**config.mk**
```make
export PLATFORM = sky130hd
export DESIGN_NAME = glep_queue
export DESIGN_NICKNAME = d
export VERILOG_FILES = /design/src/hw/rtl/glep_pkg.sv /design/src/hw/rtl/glep_queue.sv
export SDC_FILE = /design/constraint.sdc
export NUM_CORES = 1
export LEC_CHECK = 0
export BUFFER_PORTS_ARGS = -buffer_cell sky130_fd_sc_hd__buf_2
export CAP_MARGIN = 10
export CORE_AREA = 2 2 161 147
export DETAILED_ROUTE_END_ITERATION = 12
export DIE_AREA = 0 0 163 149
export GPL_ROUTABILITY_DRIVEN = 0
export PLACE_DENSITY = 0.79
export SYNTH_ARGS = -nofsm -noshare
export SYNTH_HDL_FRONTEND = slang
export SYNTH_SLANG_ARGS = --single-unit
```
**constraint.sdc**
```tcl
create_clock -name aclk -period 2.85 [get_ports aclk]
set_input_delay 0.57 -clock aclk [delete_from_list [all_inputs] [get_ports aclk]]
set_output_delay 0.57 -clock aclk [all_outputs]
set_load 0.01 [all_outputs]
```
**src/hw/rtl/glep_pkg.sv**
```systemverilog
// Shared types, constants and functions for the gradient line endpoint unit.
package glep_pkg;

    localparam int AngleW   = 32;
    localparam int DimW     = 24;
    localparam int XyW      = 27;
    localparam int LenW     = 26;
    localparam int RemW     = 25;           // reduced angle, Q16 degrees, below 360
    localparam int ZW       = 32;           // CORDIC angle, Q24 degrees
    localparam int TrigW    = 34;           // Q30 sine and cosine with headroom
    localparam int KW       = 34;           // k, signed integer (Q0)
    localparam int MaxSteps = 32;
    localparam int DefSteps = 16;

    localparam logic [RemW-1:0] Quarter   = RemW'(90 * 65536);
    localparam logic [RemW-1:0] HalfTurn  = RemW'(180 * 65536);
    localparam logic [RemW-1:0] ThreeQ    = RemW'(270 * 65536);
    localparam longint          FullTurn  = 360 * 65536;
    localparam logic signed [TrigW-1:0] OneQ30 = TrigW'(64'sd1 << 30);

    typedef struct packed {
        logic [1:0]      quad;
        logic            axis;      // remainder within quadrant is zero
        logic            neg_w;
        logic            neg_h;
        logic [ZW-1:0]   z;         // remainder in Q24 degrees
        logic [DimW-1:0] w;
        logic [DimW-1:0] h;
    } glep_item_t;

    typedef struct packed {
        logic signed [XyW-1:0] end_x;
        logic signed [XyW-1:0] end_y;
        logic [LenW-1:0]       line_length;
    } glep_result_t;

    function automatic logic signed [ZW-1:0] atan_q24(input int i);
        logic signed [ZW-1:0] t [MaxSteps] = '{
            754974720, 445687602, 235489088, 119537938,
            60000934, 30029717, 15018523, 7509720,
            3754917, 1877466, 938734, 469367,
            234684, 117342, 58671, 29335,
            14668, 7334, 3667, 1833,
            917, 458, 229, 115,
            57, 29, 14, 7,
            4, 2, 1, 0};
        return t[i];
    endfunction

    // Elaboration-time root of prod(1 + 2^-2i) in Q60; the gain is 2^60 over it.
    function automatic longint unsigned cordic_root(input int n);
        longint unsigned p;
        longint unsigned v;
        longint unsigned r;
        longint unsigned b;
        p = 64'd1 << 60;
        for (int i = 0; i < n; i++) p = p + (p >> (2 * i));
        v = p;
        r = 0;
        b = 64'd1 << 62;
        while (b > v) b = b >> 2;
        while (b != 0) begin
            if (v >= r + b) begin
                v = v - (r + b);
                r = (r >> 1) + b;
            end else begin
                r = r >> 1;
            end
            b = b >> 2;
        end
        return r;
    endfunction

endpackage

```
**src/hw/rtl/glep_queue.sv**
```systemverilog
// Short queue between the front and back parts.
module glep_queue #(
    parameter int Depth = 4
) (
    input  logic                  aclk,
    input  logic                  aresetn,
    input  logic                  wr_valid,
    output logic                  wr_ready,
    input  glep_pkg::glep_item_t  wr_item,
    output logic                  rd_valid,
    input  logic                  rd_ready,
    output glep_pkg::glep_item_t  rd_item
);
    import glep_pkg::*;

    localparam int AW = $clog2(Depth);

    glep_item_t        mem_reg [Depth];
    logic [AW-1:0]     wp_reg, wp_next;
    logic [AW-1:0]     rp_reg, rp_next;
    logic [AW:0]       cnt_reg, cnt_next;
    logic              wr_fire, rd_fire;

    assign wr_ready = cnt_reg != (AW+1)'(Depth);
    assign rd_valid = cnt_reg != '0;
    assign rd_item  = mem_reg[rp_reg];
    assign wr_fire  = wr_valid && wr_ready;
    assign rd_fire  = rd_valid && rd_ready;

    always_comb begin
        wp_next  = wr_fire ? ((wp_reg == AW'(Depth-1)) ? '0 : wp_reg + 1'b1) : wp_reg;
        rp_next  = rd_fire ? ((rp_reg == AW'(Depth-1)) ? '0 : rp_reg + 1'b1) : rp_reg;
        cnt_next = cnt_reg + (AW+1)'(wr_fire) - (AW+1)'(rd_fire);
    end

    always_ff @(posedge aclk) begin
        if (!aresetn) begin
            wp_reg  <= '0;
            rp_reg  <= '0;
            cnt_reg <= '0;
        end else begin
            wp_reg  <= wp_next;
            rp_reg  <= rp_next;
            cnt_reg <= cnt_next;
        end
        if (wr_fire) mem_reg[wp_reg] <= wr_item;
    end

`ifndef SYNTH
    a_count: assert property (@(posedge aclk) disable iff (!aresetn)
        cnt_reg <= (AW+1)'(Depth))
        else $error("queue count overflow");
    a_track: assert property (@(posedge aclk) disable iff (!aresetn)
        (wr_fire && !rd_fire) |=> cnt_reg == $past(cnt_reg) + 1'b1)
        else $error("queue count lost a write");
    a_empty: assert property (@(posedge aclk) disable iff (!aresetn)
        (cnt_reg == '0) |-> wp_reg == rp_reg)
        else $error("empty queue with unequal pointers");
`endif
endmodule

```
# == After elaboration in Yosys (flattened, before gate mapping) ==
# Memories as Yosys holds them, arrays and structs flattened. A register that Yosys moved wholly into a read port is not among the register bits.
# Index checks and enable logic that the tools add are counted.
# word_totals
register_bits,7
ramBits,340
input_bits,89
output_inout_bits,87
word_cells,20
memories,1
# classes
addsub,4
n_eq_ne,3
n_mux,6
n_reduce_logical,3
# memory_table
memory,words,word_bits,read_ports,rd_clocked_by_memory_dff,write_ports,line,text
mem_reg,4,85,1,1,1,glep_queue.sv:18,glep_item_t mem_reg [Depth];
# op_table
operator,count
two-way mux 2 bit,4
adder 2 x 1 -> 2 bit (second input constant),2
== test 2 bit (second input constant),2
adder 3 x 1 -> 3 bit,1
!= test 3 bit (second input constant),1
nonzero test 3 bit,1
subtractor 3 x 1 -> 3 bit,1
logical AND 1 bit,2
two-way mux 1 bit,2

# == Longest topological paths before layout ==
# depth
ltp_word,4
ltp_mapped,12
mapped_depth_nobuf,11

# == Worst setup path after synthesis ==
# OpenSTA, ideal clock, no wires.
# synth_timing
kind,register to register
startpoint,reg cnt_reg[1]
endpoint,reg cnt_reg[2]
setup_ps,115
arrival_ps,2285
t_required_ps,2735
slack_ps,451
stages_incl_launch_ff,13
n_path_buf,1
synth_period_minus_slack_ps,2399
cell_sequence,dfxtp_1 -> or3b_1 -> buf_6 -> and2_4 -> inv_1 -> ha_1 -> inv_1 -> ha_1 -> inv_1 -> fa_1 -> xnor2_1 -> xnor2_1 -> and2_1
# synth_via
elab_chain_len,4
elab_cells_between_ends,6
cone_classes,add/sub: 2; eq/ne: 1; reduce/logical: 3
# synth_lines
element,line,text
"start, declared",glep_queue.sv:21,"logic [AW:0] cnt_reg, cnt_next;"
"start signal, assigned",glep_queue.sv:44,cnt_reg <= cnt_next;
!= test 3 bit,glep_queue.sv:24,assign wr_ready = cnt_reg != (AW+1)'(Depth);
via wr_ready,glep_queue.sv:8,"output logic wr_ready,"
logical AND 1 bit,glep_queue.sv:27,assign wr_fire = wr_valid && wr_ready;
adder 3 x 1 -> 3 bit,glep_queue.sv:33,cnt_next = cnt_reg + (AW+1)'(wr_fire) - (AW+1)'(rd_fire);
subtractor 3 x 1 -> 3 bit,glep_queue.sv:33,
# The timed path passes the listed nets, and every way through them passes these cells.
# A chain may end at the register's enable or synchronous reset.

==> metrics.txt <==
Critical Path Sink Type=primary output; 1st-iter DRT viols=461; # rows=53; max FFs per register=340; synthesized flop and latch total=349; DP Worst Slack=a little over 300 ps; vias in the first global route=~6.2k; min setup slack post-route=158.1 ps; YS warnings=0; fin crit period=2692 ps; FFs w/ async S/R, synth=0%; Fin. Hold Viols=0; Crit path depth=3; Syn Area/Cell=25.71 µm²; starting density of the core=55.74%; CP Data Required Time=2280 ps; Cell Count, Final, Fillers Out=1034; htree depth=2; IO Pins=176; Die W=163 µm; static leakage=0.005095 µW; clk_lat worst skew=500 ps; crit path buf inv count=2; HPWL after DPL=14340 µm; Core Area=22880 µm²; power density cells=880.6 nW/µm²; RSZ-0062 raised after global routing=no; Hold WC Path Type=input port to flip-flop; DRT Pass-1 Iters=4; vias per cell=5.662; GRT Overall Usage=19.35%; post-synthesis cell area=12750 µm²; synth unique cells=26; share of cells above drive strength 1=44.93%; Synth area leaders=edfxtp_1 80%, mux4_2 15%, dfxtp_1 1.4%; Max Cap Viol=0; R2R cell count=11; status=finished clean; Congestion Overflow GR=0; Final Max Slew Viols=0; clock slew at reported path FFs=around 60 ps; DRC=0; placed cells=between 900 and 1k; number of cells produced by synthesis=496; post-synth top area share=80.06%; Startpoint Class=flip-flop; Peak Freq=371.5 MHz; first-pass GRT wire length=35290 µm; Routed WL per cell=22.40 µm; syn nets=approximately 590; final setup fails=0; worst vdd ir=0.0006999 V; count leader, synth=edfxtp_1; CTS Hold Buffers Added=0; Top delay family on crit path=flip-flops; fin crit share=94.45%; largest net degree at the start of global routing=52; Post-synth EDFFs=340; hold depth=1; chip height=149 µm; Antenna Nets Post-Route=0; Post-synth top cells=340 x edfxtp_1, 85 x mux4_2, 9 x dfxtp_1; register area share after synthesis=81.48%; root buf cell=clkbuf_16; largest area contributor in the netlist=edfxtp_1; Sink Count=about 350; # resized after CTS=0; TritonCTS Buffers=35; CTS Buffer Depth=3; drt total wl=23160 µm; buffers added on ports=~180; Worst path max stage delay=roughly 580 ps; via count=~5.9k; crit-path cells=buf_12, mux4_2, buf_2; maximum fanout along the worst path=28; critical path class=flip-flop to primary output; fill count=between 1k and 1.5k; buffer count from post-CTS setup fixing=0; post-route total power=13320 µW; Post-synth top flop=edfxtp_1; die area=24290 µm²; CP arrival=between 2000 and 2500 ps; setup TNS=0 ps; clk_skew=10.05 ps; Max-slew headroom=62.25%; slowest stage cell, crit path=dfxtp_4; CTS tree=built; Slew @ Worst Pin=561.4 ps; Area Growth Syn to Fin=18.66%; initial antenna violation count=3; Net count, final=801
-- through the flow --
| stage | util (%) | hold WS, ps | area [µm²] |
|---|---|---|---|
| 3_5_place_dp | 61.60 | 527.2 | 14090 |
| 5_1_grt | 66.12 | 274.6 | 15130 |
| 3_3_place_gp | 61.60 | 478.5 | 14090 |
| 4_1_cts | 66.12 | 264.4 | 15130 |
| 2_1_floorplan | - | 467.7 | 12750 |
| 6_report | 66.14 | 286.4 | 15130 |
-- power by group --
group / switching, µW / internal, µW / total (µW)
Clock: 1740 / 2360 / 4100
Combinational: 1410 / 1380 / 2790
Sequential: 216 / 6220 / 6440
-- metal layers --
metal	GRT usage, %	share of wire (%)	routed length, µm	up-vias
li1	-	-	-	2548
met2	32.10	51	11890	226
met4	5.000	1.6	364	4
met5	0	0.10	24	-
met3	4.587	7.7	1779	34
met1	26.41	39	9108	3042
-- kinds of logic after synthesis --
family          share of synthesized area [%]
flops                                   81.48
mux                                     15.09
buf+inv                                 1.364
simple gates                           0.9126
fa+ha+maj                              0.8438
compound gates                         0.1766
xor+xnor                               0.1374
-- final timing paths --
kind | startpoint | endpoint | slack [ps]
min reg2reg | rp_reg[0]$_SDFFE_PN0N_ | flip-flop | 550
min | wr_item[16] | mem_reg[2][16]$_DFFE_PP_ | 290
max reg2reg | cnt_reg[1]$_SDFF_PN0_ | cnt_reg[2]$_SDFF_PN0_ | 280
max | flip-flop | rd_item[8] | 160
-- cells in the final DEF, fill, tap and decap left out, types with 4 or more instances in the layout --
cell type	netlist	final
buf_4	3	10
clkinv_2	0	5
buf_12	0	7
edfxtp_1	340	340
dfxtp_1	9	7
inv_1	6	6
clkinv_1	0	13
clkbuf_1	1	7
buf_2	7	175
nand2_1	5	5
mux4_2	85	85
ha_1	7	7
and3_4	0	4
clkbuf_16	0	37
-- layout make-up --
class / instances / area [µm²] / share of cell area [%]
diodes: 2 / 5.005 / 0.03307
clock buffers: 44 / 952.2 / 6.292
clock inverters: 19 / 82.58 / 0.5457
inverters: 6 / 22.52 / 0.1488
multi-input cells: 120 / 2203 / 14.56
flip-flops and latches: 349 / 10400 / 68.71
well taps: 302 / 377.9 / 2.497
repair buffers: 192 / 1091 / 7.210
(Power assumes the default switching activity.)
