`src/hw/rtl/glep_pkg.sv`:
```
// Shared types, constants and functions for the gradient line endpoint unit.
package glep_pkg;

    localparam int AngleW   = 32;
    localparam int DimW     = 24;
    localparam int XyW      = 27;
    localparam int LenW     = 26;
    localparam int RemW     = 25;           // reduced angle, Q16 degrees, below 360
    localparam int ZW       = 32;           // CORDIC angle, Q24 degrees
    localparam int TrigW    = 34;           // Q30 sine and cosine with headroom
    localparam int KW       = 34;           // k, signed integer (Q0)
    localparam int MaxSteps = 32;
    localparam int DefSteps = 16;

    localparam logic [RemW-1:0] Quarter   = RemW'(90 * 65536);
    localparam logic [RemW-1:0] HalfTurn  = RemW'(180 * 65536);
    localparam logic [RemW-1:0] ThreeQ    = RemW'(270 * 65536);
    localparam longint          FullTurn  = 360 * 65536;
    localparam logic signed [TrigW-1:0] OneQ30 = TrigW'(64'sd1 << 30);

    typedef struct packed {
        logic [1:0]      quad;
        logic            axis;      // remainder within quadrant is zero
        logic            neg_w;
        logic            neg_h;
        logic [ZW-1:0]   z;         // remainder in Q24 degrees
        logic [DimW-1:0] w;
        logic [DimW-1:0] h;
    } glep_item_t;

    typedef struct packed {
        logic signed [XyW-1:0] end_x;
        logic signed [XyW-1:0] end_y;
        logic [LenW-1:0]       line_length;
    } glep_result_t;

    function automatic logic signed [ZW-1:0] atan_q24(input int i);
        logic signed [ZW-1:0] t [MaxSteps] = '{
            754974720, 445687602, 235489088, 119537938,
            60000934, 30029717, 15018523, 7509720,
            3754917, 1877466, 938734, 469367,
            234684, 117342, 58671, 29335,
            14668, 7334, 3667, 1833,
            917, 458, 229, 115,
            57, 29, 14, 7,
            4, 2, 1, 0};
        return t[i];
    endfunction

    // Elaboration-time root of prod(1 + 2^-2i) in Q60; the gain is 2^60 over it.
    function automatic longint unsigned cordic_root(input int n);
        longint unsigned p;
        longint unsigned v;
        longint unsigned r;
        longint unsigned b;
        p = 64'd1 << 60;
        for (int i = 0; i < n; i++) p = p + (p >> (2 * i));
        v = p;
        r = 0;
        b = 64'd1 << 62;
        while (b > v) b = b >> 2;
        while (b != 0) begin
            if (v >= r + b) begin
                v = v - (r + b);
                r = (r >> 1) + b;
            end else begin
                r = r >> 1;
            end
            b = b >> 2;
        end
        return r;
    endfunction

endpackage

```
`src/hw/rtl/glep_front.sv`:
```
// Front stages: angle reduction, quadrant and corner classification.
module glep_front (
    input  logic                         aclk,
    input  logic                         aresetn,
    input  logic                         in_valid,
    output logic                         in_ready,
    input  logic [glep_pkg::AngleW-1:0]  angle_deg,
    input  logic [glep_pkg::DimW-1:0]    box_width,
    input  logic [glep_pkg::DimW-1:0]    box_height,
    output logic                         item_valid,
    input  logic                         item_ready,
    output glep_pkg::glep_item_t         item
);
    import glep_pkg::*;

    // a full turn in Q16 is 45 * 2^19, so only the bits from 19 up need reducing
    localparam logic [13:0] TurnHi   = 14'd45;
    localparam logic [13:0] HiBias   = 14'd4140;     // 92 turns, lifts the top bits above zero
    localparam logic [27:0] RecipMul = 28'd11651;    // ceil(2^19 / 45)

    // stage 1: remainder modulo a full turn
    logic                 s1_valid_reg;
    logic [RemW-1:0]      s1_rem_reg;
    logic [DimW-1:0]      s1_w_reg;
    logic [DimW-1:0]      s1_h_reg;
    logic                 s1_adv;
    logic [13:0]          hi_off;
    logic [27:0]          hi_prod;
    logic [8:0]           hi_quot;
    logic [5:0]           rem_hi;
    logic [RemW-1:0]      rem_next;

    // stage 2: classified item
    logic                 s2_valid_reg;
    glep_item_t           s2_item_reg;
    glep_item_t           s2_item_next;
    logic                 s2_adv;
    logic [RemW-1:0]      r_part;

    assign s2_adv   = !s2_valid_reg || item_ready;
    assign s1_adv   = !s1_valid_reg || s2_adv;
    assign in_ready = s1_adv;

    // Reduce the top 13 bits modulo 45 by reciprocal multiplication; keep the low 19.
    assign hi_off   = {angle_deg[AngleW-1], angle_deg[AngleW-1:19]} + HiBias;
    assign hi_prod  = 28'(hi_off) * RecipMul;
    assign hi_quot  = hi_prod[27:19];
    assign rem_hi   = 6'(hi_off - 14'(hi_quot) * TurnHi);
    assign rem_next = {rem_hi, angle_deg[18:0]};

    always_comb begin
        s2_item_next = '0;
        if (s1_rem_reg >= ThreeQ) begin
            s2_item_next.quad = 2'd3;
            r_part = s1_rem_reg - ThreeQ;
        end else if (s1_rem_reg >= HalfTurn) begin
            s2_item_next.quad = 2'd2;
            r_part = s1_rem_reg - HalfTurn;
        end else if (s1_rem_reg >= Quarter) begin
            s2_item_next.quad = 2'd1;
            r_part = s1_rem_reg - Quarter;
        end else begin
            s2_item_next.quad = 2'd0;
            r_part = s1_rem_reg;
        end
        s2_item_next.axis  = (r_part == '0);
        s2_item_next.z     = {ZW'(r_part)} << 8;
        s2_item_next.neg_w = s1_rem_reg > HalfTurn;
        s2_item_next.neg_h = (s1_rem_reg < Quarter) || (s1_rem_reg > ThreeQ);
        s2_item_next.w     = s1_w_reg;
        s2_item_next.h     = s1_h_reg;
    end

    always_ff @(posedge aclk) begin
        if (!aresetn) begin
            s1_valid_reg <= 1'b0;
            s2_valid_reg <= 1'b0;
        end else begin
            if (s1_adv) s1_valid_reg <= in_valid;
            if (s2_adv) s2_valid_reg <= s1_valid_reg;
        end
        if (s1_adv) begin
            s1_rem_reg <= rem_next;
            s1_w_reg   <= box_width;
            s1_h_reg   <= box_height;
        end
        if (s2_adv) s2_item_reg <= s2_item_next;
    end

    assign item_valid = s2_valid_reg;
    assign item       = s2_item_reg;

`ifndef SYNTH
    a_rem_range: assert property (@(posedge aclk) disable iff (!aresetn)
        s1_valid_reg |-> s1_rem_reg < RemW'(FullTurn))
        else $error("reduced angle out of range");
    a_hold: assert property (@(posedge aclk) disable iff (!aresetn)
        (s2_valid_reg && !item_ready) |=> $stable(s2_item_reg))
        else $error("classified item changed while stalled");
    a_axis: assert property (@(posedge aclk) disable iff (!aresetn)
        s2_valid_reg && s2_item_reg.axis |-> s2_item_reg.z == '0)
        else $error("axis flag without zero remainder");
`endif
endmodule

```
`config.mk`:
```
export PLATFORM = sky130hd
export DESIGN_NAME = glep_front
export DESIGN_NICKNAME = d
export VERILOG_FILES = /design/src/hw/rtl/glep_pkg.sv /design/src/hw/rtl/glep_front.sv
export SDC_FILE = /design/constraint.sdc
export NUM_CORES = 1
export LEC_CHECK = 0
export ABC_AREA = 1
export BUFFER_PORTS_ARGS = -buffer_cell sky130_fd_sc_hd__buf_4
export CORE_MARGIN = 2
export CORE_UTILIZATION = 41
export DETAILED_ROUTE_END_ITERATION = 16
export SLEW_MARGIN = 10
export SYNTH_ARGS = -nofsm -noshare
export SYNTH_HDL_FRONTEND = slang
export SYNTH_SLANG_ARGS = --single-unit
export TNS_END_PERCENT = 100
```
`constraint.sdc`:
```
create_clock -name aclk -period 21.6 [get_ports aclk]
set_input_delay 0 -clock aclk [delete_from_list [all_inputs] [get_ports aclk]]
set_output_delay 0 -clock aclk [all_outputs]
set_load 0.03 [all_outputs]
```
# == Word-level counts from Yosys, hierarchy flattened ==
# Cells that the tools add are included.
# word_totals
register_bits,152
in_bits,84
word_cells,38
# classes
add_sub_neg,5
mul,2
order_cmp,6
mux,5
n_reduce_logical,7
# ops
cell,n
$mux 25,3
$mul 14x14->28 const B,1
$ge 25x23->1 const B,1
$ge 25x24->1 const B,1
$ge 25x25->1 const B,1
$gt 25x24->1 const B,1
$gt 25x25->1 const B,1
$logic_not 25->1,1
$lt 25x23->1 const B,1
$sub 25x23->25 const B,1
$sub 25x24->25 const B,1
$sub 25x25->25 const B,1
$add 14x13->14 const B,1
$mul 9x6->6 const B,1
$sub 6x6->6,1
$logic_or 1x1->1,3
$logic_not 1->1,2
$mux 1,2
$reduce_or 2->1,1

# == Logic depth before layout (Yosys ltp) ==
# depth
depth_word,5
depth_mapped,45
ltp_nobuf,45

# == Least setup slack after synthesis ==
# OpenSTA, ideal clock, no wires.
# synth_path
kind,in2reg
start,in angle_deg[21] (netlist name)
end,reg s1_rem_reg[24] (data pin)
arrival_time_ns,7.223
path_slack_ns,14.128
cell_stages,40
path_cell_list,inv_1 -> ha_1 -> inv_1 -> a21oi_1 -> nand3b_1 -> nor2_1 -> nand2_1 -> xor2_1 -> inv_1 -> ha_1 -> inv_1 -> fa_1 -> inv_1 -> fa_1 -> fa_1 -> ha_1 -> ha_1 -> ha_1 -> [... 4 more ...] -> a21oi_1 -> xnor2_1 -> ha_1 -> ha_1 -> fa_1 -> ha_1 -> inv_1 -> ha_1 -> a21oi_1 -> o21ai_0 -> nor2_1 -> nand4_1 -> nand2_1 -> nand3_1 -> nand2_1 -> nand2_1 -> nand2_1 -> inv_1
# synth_between
elab_chain_len,4
# synth_rtl
item,line,text
from (decl),glep_front.sv:7,"input logic [glep_pkg::AngleW-1:0] angle_deg,"
$add 14x13->14 (*),glep_front.sv:45,"assign hi_off = {angle_deg[AngleW-1], angle_deg[AngleW-1:19]} + HiBias;"
$mul 14x14->28,glep_front.sv:46,assign hi_prod = 28'(hi_off) * RecipMul;
$mul 9x6->6,glep_front.sv:48,assign rem_hi = 6'(hi_off - 14'(hi_quot) * TurnHi);
$sub 6x6->6 (*),glep_front.sv:48,
via rem_hi[5],glep_front.sv:30,logic [5:0] rem_hi;
to (signal assigned),glep_front.sv:83,s1_rem_reg <= rem_next;
to (decl),glep_front.sv:23,logic [RemW-1:0] s1_rem_reg;
# The timed path passes the listed nets; every way through them passes the cells marked *.
# A chain may end at the register's enable or synchronous reset.

# == Final worst setup path ==
# Same ends and word-level chain as after synthesis.

==> summary.md <==
| Metric | Value |
|---|---|
| Achievable clock frequency | about 110 MHz |
| Most used cell, CP | ha_1 |
| Startpoint types | input port |
| Cell with the most instances after synthesis | inv_1 |
| Layout area overhead | 29.7% |
| Pins over their slew limit | 0 |
| Cell Area, Placed | ~11000 µm² |
| Core area | roughly 23000 µm² |
| HP Start | angle_deg[20] |
| CTS hold repair buffers | 71 |
| Die Span Y | 156 µm |
| Initial antenna violation count | 0 |
| Reg clk slew, reported paths | roughly 0.06 ns |
| Synth cell count leaders | 161 x inv_1, 159 x nand2_1, 150 x edfxtp_1 |
| Critical path's slowest cell | dlygate4sd3_1 |
| Mean Syn Cell Area | about 11 µm² |
| CP max FO | 7 |
| Number of max-cap violations | 0 |
| Total Routing Usage GR | 0.176 |
| Root Driver | clkbuf_16 |
| Slew at the pin with the worst max-slew slack | 1.10 ns |
| Hold EP | s1_rem_reg[20] |
| Reg2reg start | item_valid |
| Vias per cell | 4.61 |
| HP Class | in -> reg |
| Clk_skew | approximately 0.018 ns |
| CP Class | in -> reg |
| Non-Filler Instances | roughly 1.4k |
| Cts bufs inserted | 17 |
| Synth area leaders | edfxtp_1 48%, ha_1 14%, fa_1 9.4% |
| Hold Fails Final Rpt | 0 |
| Number of clock sinks | between 150 and 200 |
| DRC Markers | 0 |
| EDFF count, synth | 150 |
| TritonRoute pass-1 iters | 4 |
| Area leader, netlist | edfxtp_1 |
| Postcts setup bufs | 0 |
| Dpl cells | 1310 |
| Register-to-Register Path Depth | 3 |
| Die area | between 20000 and 25000 µm² |
| Longest Clk Path Bufs | 2 |
| Htree depth | 4 |
| CP Data Arrival Time | about 8.9 ns |
| Clock tree from TritonCTS | built |
| Wire per inst | approximately 15 µm |
| Initial drt markers | around 230 |
| Global-route wire length before repair | between 30 and 40 mm |
| Starting Density | 0.417 |
| Ports | around 170 |
| Yosys reg bits | about 150 |
| DRT Wirelength | approximately 21 mm |
| Synth Flop Type | edfxtp_1 |
| Yosys warns | 0 |
| # port buffers | roughly 160 |
| Final period util | 0.404 |
| Tmin final | 8.73 ns |
| Synth Cell Area | 9420 µm² |
| Clock Latency Late Sink | 0.42 ns |
| Mapped Cells | roughly 870 |
| Die W | around 160 µm |
| Total inserted antenna cells | 0 |
| Number of flip-flops under the largest register name | 77 |
| Reg-to-reg slack, setup | around 19 ns |
| Unrepaired setup endpoints after global routing | no |
| Hold Path Depth | 2 |
| Final setup vio count | 0 |
| Vias in the first global route | roughly 6.6k |
| Largest net degree at the start of global routing | between 70 and 80 |
| Global route overflow | 0 |
| Nets | approximately 1.3k |
| Slew HR | 0.267 |
| Seq/Total Area, Yosys | 0.483 |
| Top-area cell type share of the netlist area | 0.478 |
| Cell row count | 55 |
| Fraction of layout cells with a size suffix above 1 | 0.199 |
| Detail Placement HPWL | 16.0 mm |
| Sum Neg Setup Slack | 0 ns |
| Finished layout cell area | 12200 µm² |
| FF-to-FF End | s1_valid_reg |
| Crit-path max cell delay | 0.55 ns |
| Via count | about 6.5k |
| Post-synthesis async set-or-reset flop share | 0 |
| Cts repair resizes | 0 |
| Crit. End Element | register |
| Remaining antenna violation count | 0 |
| RePlAce Congestion | just under 0.9 |
| Fillcell total | roughly 2k |
| Status | finished, final reports clean |
| Crit path required time | ~22 ns |
| Count of different cell masters after synthesis | 42 |
cells in the final DEF, fill, tap and decap left out, types with 3 or more instances in the layout:
master | synthesis | routed
buf_4 | 9 | 162
inv_1 | 161 | 161
nand2_1 | 159 | 158
edfxtp_1 | 150 | 150
ha_1 | 105 | 105
dlygate4sd3_1 | 0 | 71
nor2_1 | 56 | 56
fa_1 | 44 | 44
a21oi_1 | 34 | 34
nand3_1 | 35 | 34
xor2_1 | 22 | 22
clkbuf_16 | 0 | 17
o21ai_0 | 11 | 11
xnor2_1 | 10 | 10
nand2_2 | 8 | 8
conb_1 | 1 | 8
nand4_1 | 7 | 7
inv_2 | 7 | 7
a21o_1 | 6 | 6
nor3_1 | 6 | 6
inv_6 | 1 | 6
nand3b_1 | 4 | 4
clkinv_8 | 0 | 4
nor2_2 | 3 | 3
clkinvlp_4 | 0 | 3
cells by family after synthesis:
group           count (synthesis)  share of synthesized area
compound gates                 64                     0.0419
xor+xnor                       32                     0.0298
fa+ha+maj                     149                      0.233
buf+inv                       185                     0.0825
flops                         152                      0.483
other cells                     1                   0.000398
simple gates                  286                      0.130
worst max path at each step:
stage	startpoint	endpoint	slack [ns]	cells past startpoint
after floorplan	angle_deg[21]	s1_rem_reg[24]	14.13	40
after global placement	angle_deg[21]	s1_rem_reg[24]	13.16	41
after detailed placement	angle_deg[21]	s1_rem_reg[24]	12.96	41
after CTS	angle_deg[21]	s1_rem_reg[24]	12.81	42
after global routing	angle_deg[21]	s1_rem_reg[24]	12.38	42
final	angle_deg[21]	s1_rem_reg[24]	12.87	42
cell type report:
type / count / area (µm²) / area share
clock buffers: 18 / 429 / 0.0351
flip-flops and latches: 152 / 4540 / 0.372
inverters: 172 / 664 / 0.0544
clock inverters: 14 / 154 / 0.0126
well taps: 285 / 357 / 0.0292
repair buffers: 233 / 1930 / 0.158
multi-input cells: 539 / 4140 / 0.339
worst max-delay path, delay by kind of cell:
| family | cells | cell delay [ns] |
|---|---|---|
| xor+xnor | 2 | 0.58 |
| compound gates | 4 | 0.61 |
| simple gates | 14 | 1.62 |
| fa+ha+maj | 13 | 4.68 |
| buf+inv | 9 | 1.40 |
routing by layer:
layer / global-route usage / share of wire / vias up
met5: 0 / 0 / -
met4: 0.0524 / 0.014 / 0
met3: 0.0278 / 0.040 / 19
met2: 0.322 / 0.52 / 145
met1: 0.214 / 0.43 / 3032
li1: - / - / 3318
per-stage QoR:
stage	utilization	hold slack [ns]	worst slack, ns
3_5_place_dp	0.484	0.179	12.96
2_1_floorplan	-	0.0989	14.13
4_1_cts	0.541	0.0395	12.81
3_3_place_gp	0.484	0.178	13.16
5_1_grt	0.541	0.0653	12.38
6_report	0.541	0.0562	12.87
Power is left out: the tool's default activity adds up to more than one toggle a clock period on the data nets, which glitch-free logic cannot reach.
